<file path="src/rtl/bilp_pkg.sv">
// ----------------------------------------------------------------------------
// Binary image load parser package
// Shared item and result types, parser phases and result codes.
// ----------------------------------------------------------------------------
package bilp_pkg;

  localparam int unsigned PhaseW = 5;

  // Marker bytes of the two image formats.
  localparam logic [7:0] FmtAMark  = 8'h00;
  localparam logic [7:0] FmtBMark  = 8'h55;
  localparam logic [7:0] ChunkData = 8'h00;
  localparam logic [7:0] ChunkEnd  = 8'hFF;

  typedef enum logic [PhaseW-1:0] {
    PhIdle,
    PhATypeB,
    PhALenH,
    PhALenL,
    PhAAddrH,
    PhAAddrL,
    PhAData,
    PhAPost0,
    PhAPost1,
    PhAPost2,
    PhAPost3,
    PhBFtype,
    PhBLoadH,
    PhBLoadL,
    PhBLenH,
    PhBLenL,
    PhBExecH,
    PhBExecL,
    PhBTrail,
    PhBData,
    PhBPend
  } phase_e;

  typedef enum logic [1:0] {
    KindWrite,
    KindDone,
    KindError
  } kind_e;

  typedef enum logic [3:0] {
    ErrEmpty,
    ErrUnknownFmt,
    ErrTruncated,
    ErrNoPostamble,
    ErrShortHeader,
    ErrShortPayload,
    ErrTooManyBlocks,
    ErrShortPostamble,
    ErrNoBlocks,
    ErrBadChunk,
    ErrShortBHeader
  } err_e;

  typedef struct packed {
    logic       mode;
    logic       new_file;
    logic [7:0] byte_value;
  } item_t;

  typedef struct packed {
    kind_e       result_kind;
    logic [15:0] write_address;
    logic [7:0]  write_data;
    logic [15:0] exec_address;
    logic        format_kind;
    err_e        error_code;
    logic [12:0] block_count;
  } result_t;

endpackage

</file>
<file path="src/rtl/bilp_stage.sv">
// ----------------------------------------------------------------------------
// Pipeline register stage
// One-entry valid/ready register; takes a new request while the held one
// is being drained, so it sustains one request per cycle while ready_i is high.
// ----------------------------------------------------------------------------
module bilp_stage #(
  parameter int unsigned DATA_W = 8
) (
  input  logic              clk_i,
  input  logic              rst_ni,
  input  logic              valid_i,
  output logic              ready_o,
  input  logic [DATA_W-1:0] data_i,
  output logic              valid_o,
  input  logic              ready_i,
  output logic [DATA_W-1:0] data_o
);

  logic              valid_q;
  logic              valid_d;
  logic [DATA_W-1:0] data_q;

  assign ready_o = !valid_q || ready_i;
  assign valid_d = (valid_i && ready_o) || (valid_q && !ready_i);

  always_ff @(posedge clk_i or negedge rst_ni) begin
    if (!rst_ni) begin
      valid_q <= 1'b0;
    end else begin
      valid_q <= valid_d;
    end
  end

  always_ff @(posedge clk_i) begin
    if (valid_i && ready_o) begin
      data_q <= data_i;
    end
  end

  assign valid_o = valid_q;
  assign data_o  = data_q;

endmodule

</file>
<file path="src/rtl/bilp_parser.sv">
// ----------------------------------------------------------------------------
// Image parser core
// Phase register and header fields; decodes one byte or end mark per cycle
// while take_i is high and produces at most one result for it.
// ----------------------------------------------------------------------------
module bilp_parser
  import bilp_pkg::*;
#(
  parameter int unsigned MAX_BLOCKS = 4096
) (
  input  logic    clk_i,
  input  logic    rst_ni,
  input  logic    take_i,
  input  item_t   item_i,
  output logic    res_valid_o,
  output result_t res_o
);

  localparam int unsigned CntW = $clog2(MAX_BLOCKS + 1);
  localparam int unsigned ExtW = (CntW > 13) ? CntW : 13;

  phase_e            phase_q, phase_d;
  logic              fmt_q, fmt_d;
  logic [7:0]        hold_q, hold_d;
  logic [15:0]       rem_q, rem_d;
  logic [15:0]       load_q, load_d;
  logic [15:0]       entry_q, entry_d;
  logic [CntW-1:0]   blocks_q, blocks_d;
  logic              room;
  logic [CntW-1:0]   blocks_inc;
  logic [15:0]       word;
  logic [ExtW-1:0]   blocks_ext;
  logic              res_vld;
  kind_e             res_kind;
  logic [15:0]       res_addr;
  logic [7:0]        res_data;
  logic              res_exec_sel;
  err_e              res_err;
  logic [7:0]        b;

  assign b          = item_i.byte_value;
  assign room       = blocks_q < CntW'(MAX_BLOCKS);
  assign blocks_inc = blocks_q + CntW'(1);
  assign word       = {hold_q, b};

  always_comb begin
    phase_d      = phase_q;
    fmt_d        = fmt_q;
    hold_d       = hold_q;
    rem_d        = rem_q;
    load_d       = load_q;
    entry_d      = entry_q;
    blocks_d     = blocks_q;
    res_vld      = 1'b0;
    res_kind     = KindWrite;
    res_addr     = '0;
    res_data     = '0;
    res_exec_sel = 1'b0;
    res_err      = ErrEmpty;

    if (item_i.new_file) begin
      // A new file restarts everything; its first byte is also format A's
      // first chunk type.
      phase_d  = PhIdle;
      fmt_d    = 1'b0;
      hold_d   = '0;
      rem_d    = '0;
      load_d   = '0;
      entry_d  = '0;
      blocks_d = '0;
      if (item_i.mode) begin
        res_vld = 1'b1;
        res_kind = KindError;
        res_err = ErrEmpty;
      end else if (b == FmtAMark) begin
        phase_d = PhALenH;
      end else if (b == FmtBMark) begin
        fmt_d   = 1'b1;
        phase_d = PhBFtype;
      end else begin
        res_vld = 1'b1;
        res_kind = KindError;
        res_err = ErrUnknownFmt;
      end
    end else if (item_i.mode) begin
      unique case (phase_q)
        PhATypeB: begin
          res_vld  = 1'b1;
          res_kind = KindError;
          res_err  = (blocks_q == '0) ? ErrTruncated : ErrNoPostamble;
        end
        PhALenH, PhALenL, PhAAddrH, PhAAddrL: begin
          res_vld = 1'b1; res_kind = KindError; res_err = ErrShortHeader;
        end
        PhAData, PhBData: begin
          res_vld = 1'b1; res_kind = KindError; res_err = ErrShortPayload;
        end
        PhAPost0, PhAPost1, PhAPost2, PhAPost3: begin
          res_vld = 1'b1; res_kind = KindError; res_err = ErrShortPostamble;
        end
        PhBFtype, PhBLoadH, PhBLoadL, PhBLenH, PhBLenL, PhBExecH, PhBExecL: begin
          res_vld = 1'b1; res_kind = KindError; res_err = ErrShortBHeader;
        end
        PhBTrail: begin
          res_vld = 1'b1;
          if (rem_q != '0) begin
            res_kind = KindError; res_err = ErrShortPayload;
          end else if (!room) begin
            res_kind = KindError; res_err = ErrTooManyBlocks;
          end else begin
            blocks_d = blocks_inc;
            res_kind = KindDone; res_exec_sel = 1'b1;
          end
        end
        PhBPend: begin
          res_vld = 1'b1; res_kind = KindDone; res_exec_sel = 1'b1;
        end
        default: ;
      endcase
      if (res_vld) begin
        phase_d = PhIdle;
      end
    end else begin
      unique case (phase_q)
        PhATypeB: begin
          if (b == ChunkData) begin
            phase_d = PhALenH;
          end else if (b == ChunkEnd) begin
            phase_d = PhAPost0;
          end else begin
            res_vld = 1'b1; res_kind = KindError; res_err = ErrBadChunk;
          end
        end
        PhALenH, PhAAddrH, PhAPost2, PhBLoadH, PhBLenH, PhBExecH: begin
          hold_d  = b;
          phase_d = phase_e'(PhaseW'(phase_q) + PhaseW'(1));
        end
        PhAPost0, PhAPost1, PhBFtype: begin
          phase_d = phase_e'(PhaseW'(phase_q) + PhaseW'(1));
        end
        PhALenL: begin
          rem_d = word; phase_d = PhAAddrH;
        end
        PhAAddrL: begin
          load_d = word;
          if (rem_q != '0) begin
            phase_d = PhAData;
          end else if (!room) begin
            res_vld = 1'b1; res_kind = KindError; res_err = ErrTooManyBlocks;
          end else begin
            blocks_d = blocks_inc;
            phase_d  = PhATypeB;
          end
        end
        PhAData, PhBData: begin
          load_d   = load_q + 16'd1;
          rem_d    = rem_q - 16'd1;
          res_vld  = 1'b1;
          res_kind = KindWrite;
          res_addr = load_q;
          res_data = b;
          if (rem_d == '0) begin
            // The last byte of a block over the limit reports the error
            // in place of its write.
            if (!room) begin
              res_kind = KindError;
              res_addr = '0;
              res_data = '0;
              res_err  = ErrTooManyBlocks;
            end else begin
              blocks_d = blocks_inc;
              phase_d  = (phase_q == PhAData) ? PhATypeB : PhBPend;
            end
          end
        end
        PhAPost3: begin
          entry_d = word;
          res_vld = 1'b1;
          if (blocks_q == '0) begin
            res_kind = KindError; res_err = ErrNoBlocks;
          end else begin
            res_kind = KindDone; res_exec_sel = 1'b1;
          end
        end
        PhBLoadL: begin
          load_d = word; phase_d = PhBLenH;
        end
        PhBLenL: begin
          rem_d = word; phase_d = PhBExecH;
        end
        PhBExecL: begin
          entry_d = word; phase_d = PhBTrail;
        end
        PhBTrail: begin
          if (rem_q != '0) begin
            phase_d = PhBData;
          end else if (!room) begin
            res_vld = 1'b1; res_kind = KindError; res_err = ErrTooManyBlocks;
          end else begin
            blocks_d = blocks_inc;
            res_vld  = 1'b1; res_kind = KindDone; res_exec_sel = 1'b1;
          end
        end
        PhBPend: begin
          res_vld = 1'b1; res_kind = KindDone; res_exec_sel = 1'b1;
        end
        default: ;
      endcase
      if (res_vld && res_kind != KindWrite) begin
        phase_d = PhIdle;
      end
    end
  end

  always_ff @(posedge clk_i or negedge rst_ni) begin
    if (!rst_ni) begin
      phase_q  <= PhIdle;
      fmt_q    <= 1'b0;
      hold_q   <= '0;
      rem_q    <= '0;
      load_q   <= '0;
      entry_q  <= '0;
      blocks_q <= '0;
    end else if (take_i) begin
      phase_q  <= phase_d;
      fmt_q    <= fmt_d;
      hold_q   <= hold_d;
      rem_q    <= rem_d;
      load_q   <= load_d;
      entry_q  <= entry_d;
      blocks_q <= blocks_d;
    end
  end

  assign blocks_ext = ExtW'(blocks_d);

  assign res_valid_o          = take_i && res_vld;
  assign res_o.result_kind    = res_kind;
  assign res_o.write_address  = res_addr;
  assign res_o.write_data     = res_data;
  assign res_o.exec_address   = res_exec_sel ? entry_d : 16'd0;
  assign res_o.format_kind    = fmt_d;
  assign res_o.error_code     = res_err;
  assign res_o.block_count    = blocks_ext[12:0];

  // A finish or an error always leaves the parser idle.
  a_end_goes_idle: assert property (@(posedge clk_i) disable iff (!rst_ni)
    res_valid_o && res_o.result_kind != KindWrite |=> phase_q == PhIdle)
    else $error("parser not idle after a final result");

  a_blocks_bounded: assert property (@(posedge clk_i) disable iff (!rst_ni)
    blocks_q <= CntW'(MAX_BLOCKS))
    else $error("block count above limit");

  a_hold_when_idle: assert property (@(posedge clk_i) disable iff (!rst_ni)
    !take_i |=> $stable(phase_q) && $stable(blocks_q) && $stable(load_q))
    else $error("parser state changed without a request");

  a_write_format_known: assert property (@(posedge clk_i) disable iff (!rst_ni)
    res_valid_o && res_o.result_kind == KindWrite |-> phase_q != PhIdle)
    else $error("write produced while idle");

endmodule

</file>
<file path="src/rtl/binary_image_load_parser.sv">
// ----------------------------------------------------------------------------
// Binary image load parser
// Parses a chunked or single-block image from a byte stream and emits memory
// writes, a finish with the entry address, or an error code.
// ----------------------------------------------------------------------------
//   Port group   Direction   Payload    Request moves
//   in_*         input       item_t     one file byte or end-of-file mark
//   out_*        output      result_t   one write, finish or error
//
// One request per cycle is sustained in both directions while out_* is not
// stalled. A result passes from in_* through the input register, the parser
// and the result register to out_*; each register holds one request. A stall
// on out_* backs up through both registers into in_ready_o. Reset leaves the
// parser idle, ignoring requests until one with new_file set; no clearing pass.
// ----------------------------------------------------------------------------
module binary_image_load_parser
  import bilp_pkg::*;
#(
  parameter int unsigned MAX_BLOCKS = 4096
) (
  input  logic    clk_i,
  input  logic    rst_ni,
  input  logic    in_valid_i,
  output logic    in_ready_o,
  input  item_t   in_data_i,
  output logic    out_valid_o,
  input  logic    out_ready_i,
  output result_t out_result_o
);

  logic    item_valid;
  item_t   item;
  logic    res_ready;
  logic    take;
  logic    res_valid;
  result_t res;

  bilp_stage #(
    .DATA_W($bits(item_t))
  ) u_in_stage (
    .clk_i  (clk_i),
    .rst_ni (rst_ni),
    .valid_i(in_valid_i),
    .ready_o(in_ready_o),
    .data_i (in_data_i),
    .valid_o(item_valid),
    .ready_i(take),
    .data_o (item)
  );

  // The parser advances only when the result register can take its output.
  assign take = item_valid && res_ready;

  bilp_parser #(
    .MAX_BLOCKS(MAX_BLOCKS)
  ) u_parser (
    .clk_i      (clk_i),
    .rst_ni     (rst_ni),
    .take_i     (take),
    .item_i     (item),
    .res_valid_o(res_valid),
    .res_o      (res)
  );

  bilp_stage #(
    .DATA_W($bits(result_t))
  ) u_out_stage (
    .clk_i  (clk_i),
    .rst_ni (rst_ni),
    .valid_i(res_valid),
    .ready_o(res_ready),
    .data_i (res),
    .valid_o(out_valid_o),
    .ready_i(out_ready_i),
    .data_o (out_result_o)
  );

endmodule
</file>
<file path="config.mk">
export PLATFORM = sky130hd
export DESIGN_NAME = binary_image_load_parser
export DESIGN_NICKNAME = d
export VERILOG_FILES = /design/src/rtl/bilp_pkg.sv /design/src/rtl/bilp_stage.sv /design/src/rtl/bilp_parser.sv /design/src/rtl/binary_image_load_parser.sv
export SDC_FILE = /design/constraint.sdc
export NUM_CORES = 1
export LEC_CHECK = 0
export BUFFER_PORTS_ARGS = -buffer_cell sky130_fd_sc_hd__buf_2
export CELL_PAD_IN_SITES_DETAIL_PLACEMENT = 1
export CELL_PAD_IN_SITES_GLOBAL_PLACEMENT = 2
export CORE_MARGIN = 1.5
export CORE_UTILIZATION = 34
export CTS_CLUSTER_DIAMETER = 40
export DETAILED_ROUTE_END_ITERATION = 6
export PLACE_DENSITY = 0.74
export REMOVE_ABC_BUFFERS = 1
export SLEW_MARGIN = 20
export SYNTH_ARGS = -nofsm -noshare
export SYNTH_HDL_FRONTEND = slang
export SYNTH_SLANG_ARGS = --single-unit
</file>
<file path="constraint.sdc">
create_clock -name clk_i -period 4.4 [get_ports clk_i]
set_clock_uncertainty 0.1 [all_clocks]
set_input_delay 0.66 -clock clk_i [delete_from_list [all_inputs] [get_ports clk_i]]
set_output_delay 0.66 -clock clk_i [all_outputs]
set_load 0.02 [all_outputs]
</file>
==> key figures <==
Status
  • Outcome: finished, final reports clean

Floorplan
  • Die area: ~0.026 sq mm
  • DIE WIDTH: roughly 160 microns
  • Row count: 57
  • Die Y: 161 microns
  • Starting density of the core: 34.7%
  • Ports: 76
  • Core ar.: around 0.024 sq mm

Clocking
  • Root buffer cell: clkbuf_16
  • H-tree Lvls: 4
  • CTS Hold Bufs: 0
  • Post-CTS sizing: 0
  • Sink Count: 147
  • Worst skew pair latency: approximately 0.44 ns
  • Post-CTS Setup Inserts: 0
  • Worst-path clk slew: 0.07 ns
  • CTS max path bufs: 2
  • CTS tree: built
  • Num CTS Buffers: 17

Synthesis
  • Ys async rst share: between 50% and 60%
  • Yosys warns: 0
  • Synth cell count leaders: nand2_1, o21ai_0, nor2_1, dfrtp_1, a21oi_1
  • Cells after synthesis: 945
  • Avg Cell Area, Syn: 8.93 sq um
  • Number of synthesized flops with an enable pin: 70
  • Main synth FF type: dfrtp_1
  • Flop and latch count out of synthesis: 147
  • Cell with the most instances after synthesis: nand2_1
  • Netlist cell types: 75
  • Seq/Total Area, Yosys: a little under half
  • Yosys top cell by area: edfxtp_1
  • Synthesized area: 0.00844 sq mm
  • Area share of the largest cell type after synthesis: 24.9%
  • Ranking of synthesized cells by area: edfxtp_1, dfrtp_1, o21ai_0, nand2_1, a21oi_1

Timing
  • Fin worst setup slack: 0.561 ns
  • Worst Tran Pin Value: 0.997 ns
  • Post-layout min period: 3.84 ns
  • Setup Viol. Count Final: 0
  • Max-slew violations: 0
  • RSZ-0062 raised after global routing: false
  • WHS: 0.231 ns
  • Max_slew headroom: around 33%
  • Hold Fails Final Rpt: 0
  • Period utilisation layout: 87.2%
  • Achievable frequency: between 200 and 300 MHz

Finish
  • Non-Filler Instances: 1357
  • Layout cell share with drive strength beyond 1: 16.4%
  • FILL cells: 2853
  • Register Area: approximately 0.0040 sq mm
  • Area occupied by multi-input gates: 0.00408 sq mm
  • Diode count: 0
  • Nets: ~1000
  • Synth-to-Final Area Change: 17.8%

Placement
  • Placed Cells: 1325
  • Gpl congestion: about 0.83
  • Setup WS pre-CTS: 0.609 ns
  • HPWL after detailed placement: 20100 microns
  • Port bufs: 75

Pwr
  • P_sw: 2.71 mW
  • Logic pwr share: 40.6%
  • Pwr Total: between 6 and 7 mW
  • Sw Share: 43.3%
  • Part of the power in registers: 34.8%
  • Cell internal pwr: 3.54 mW
  • Leak Pwr: 3.92 nW
  • Pwr dens: 629 mW/mm^2
  • Clock share of power: 24.7%
  • Max IR drop VDD: 0.253 mV

Detailed routing
  • Wire length per cell: 21.4 microns
  • DRC viols: 0
  • Vias post-DR: 7787
  • Starting DRC count in detailed routing: 493
  • Drt via density: 5.74
  • Number of routed nets with antenna violations: 0
  • Detailed Route WL: 29000 microns
  • TritonRoute pass-1 iters: 4

Hold path
  • Worst min-delay path class: input pin to asynchronous set/reset pin

Global route
  • All-Layer GR Usage: a little under a quarter
  • Vias in the first global route: 7753
  • Initial antenna violation count: 0
  • Largest net degree at the start of global routing: 58
  • Grt ovf: 0
  • First-pass GRT wire length: roughly 46000 microns

Setup path
  • Setup CP Type: flop to flop
  • Crit end category: flop
  • Critical Path AT: slightly above 4 ns
  • Worst-path maximum fanout: 11
  • Worst Path Required: 4.60 ns
  • Startpoint Class: flop

Flow run
  • Max Cap Viol: 0
placed cells by master, fill, tap and decap left out, types with 6 or more instances in the layout:
master and instances:
xor2_1 6, and2_1 28, a21boi_0 19, ha_1 10, o31ai_1 8, or4_1 6
nor3_1 30, nor4_1 17, o211ai_1 10, and3_1 21, nand2_1 108, buf_4 44
nand3_1 33, nand4_1 8, a21oi_1 76, nor2_1 86, dfrtp_1 77, clkbuf_16 17
buf_2 74, o21ai_0 106, a31oi_1 14, inv_1 22, edfxtp_1 70, a22oi_1 14
nand2b_1 7
final timing paths:
| kind | startpoint | to | slack, ns | cells after the start |
|---|---|---|---|---|
| setup / recovery | u_parser.rem_q[0] | u_parser.phase_q[2] | 0.56 | 10 |
| hold / removal | rst_ni | u_parser.phase_q[0] | 0.23 | 1 |
| setup reg to reg | u_parser.rem_q[0] | u_parser.phase_q[2] | 0.56 | 10 |
| hold reg to reg | u_parser.entry_q[10] | u_parser.entry_q[10] | 0.38 | 2 |
| max in group asynchronous | rst_ni | u_parser.entry_q[10] | 3.13 | 2 |
| min in group clk_i | in_data_i[1] | u_in_stage.data_o[1] | 0.31 | 1 |
critical path: stages, from the launching register on:
cell	delay, ns
dfrtp_1	0.49
inv_1	0.11
ha_1	0.32
nor3b_2	0.53
nand4_1	0.27
xnor2_1	0.25
nor4_4	0.50
nand3_1	0.20
a21oi_1	0.52
o21a_1	0.27
o32ai_1	0.12
final cells by class:
class | instances | area share, %
Clock buffer | 17 | 4.28
Clock inverter | 15 | 1.90
Inverter | 25 | 0.944
Multi-Input combinational cell | 710 | 41.0
Sequential cell | 147 | 40.5
Tap cell | 324 | 4.08
Timing Repair Buffer | 119 | 7.25
cell families after synthesis:
family / Yosys count / share of synthesized area [%]
adder cells (fa/ha/maj): 10 / 1.48
flip-flops: 147 / 47.8
AND/OR/NAND/NOR: 379 / 22.6
multiplexers: 6 / 0.756
AO/OA/AOI/OAI: 307 / 22.5
XOR/XNOR: 8 / 0.831
buffers and inverters: 88 / 4.09
registers in the layout, summed over array words and instances, names as in the netlist, 5 cells and up:
name	count
u_parser.load_q	16
u_parser.hold_q	8
u_parser.entry_q	16
u_parser.blocks_q	13
u_out_stage.data_o	60
u_parser.rem_q	16
u_parser.phase_q	5
u_in_stage.data_o	10
through the flow:
| stage | setup TNS (ns) | util [%] | area [sq um] |
|---|---|---|---|
| after floorplan | -5.33 | - | 8190 |
| after global placement | 0 | 38.3 | 9320 |
| after detailed placement | 0 | 38.3 | 9320 |
| after CTS | 0 | 40.9 | 9940 |
| after global routing | 0 | 40.9 | 9940 |
| final | 0 | 40.9 | 9940 |
layer usage:
layer  global-route usage [%]  wire length (microns)
met5                        0                      0
met4                     5.65                    297
met3                     3.49                   1340
met2                     36.2                  13400
met1                     33.7                  14000
power groups by stage:
stage	combinational, mW	sequential (mW)	clock [mW]
after global placement	2.50	2.18	0
after detailed placement	2.53	2.19	0
after CTS	2.54	2.17	1.57
after global routing	2.80	2.22	1.61
after floorplan	1.46	2.32	0
final	2.54	2.17	1.54
Note: power is estimated with default switching activity, not from simulation.
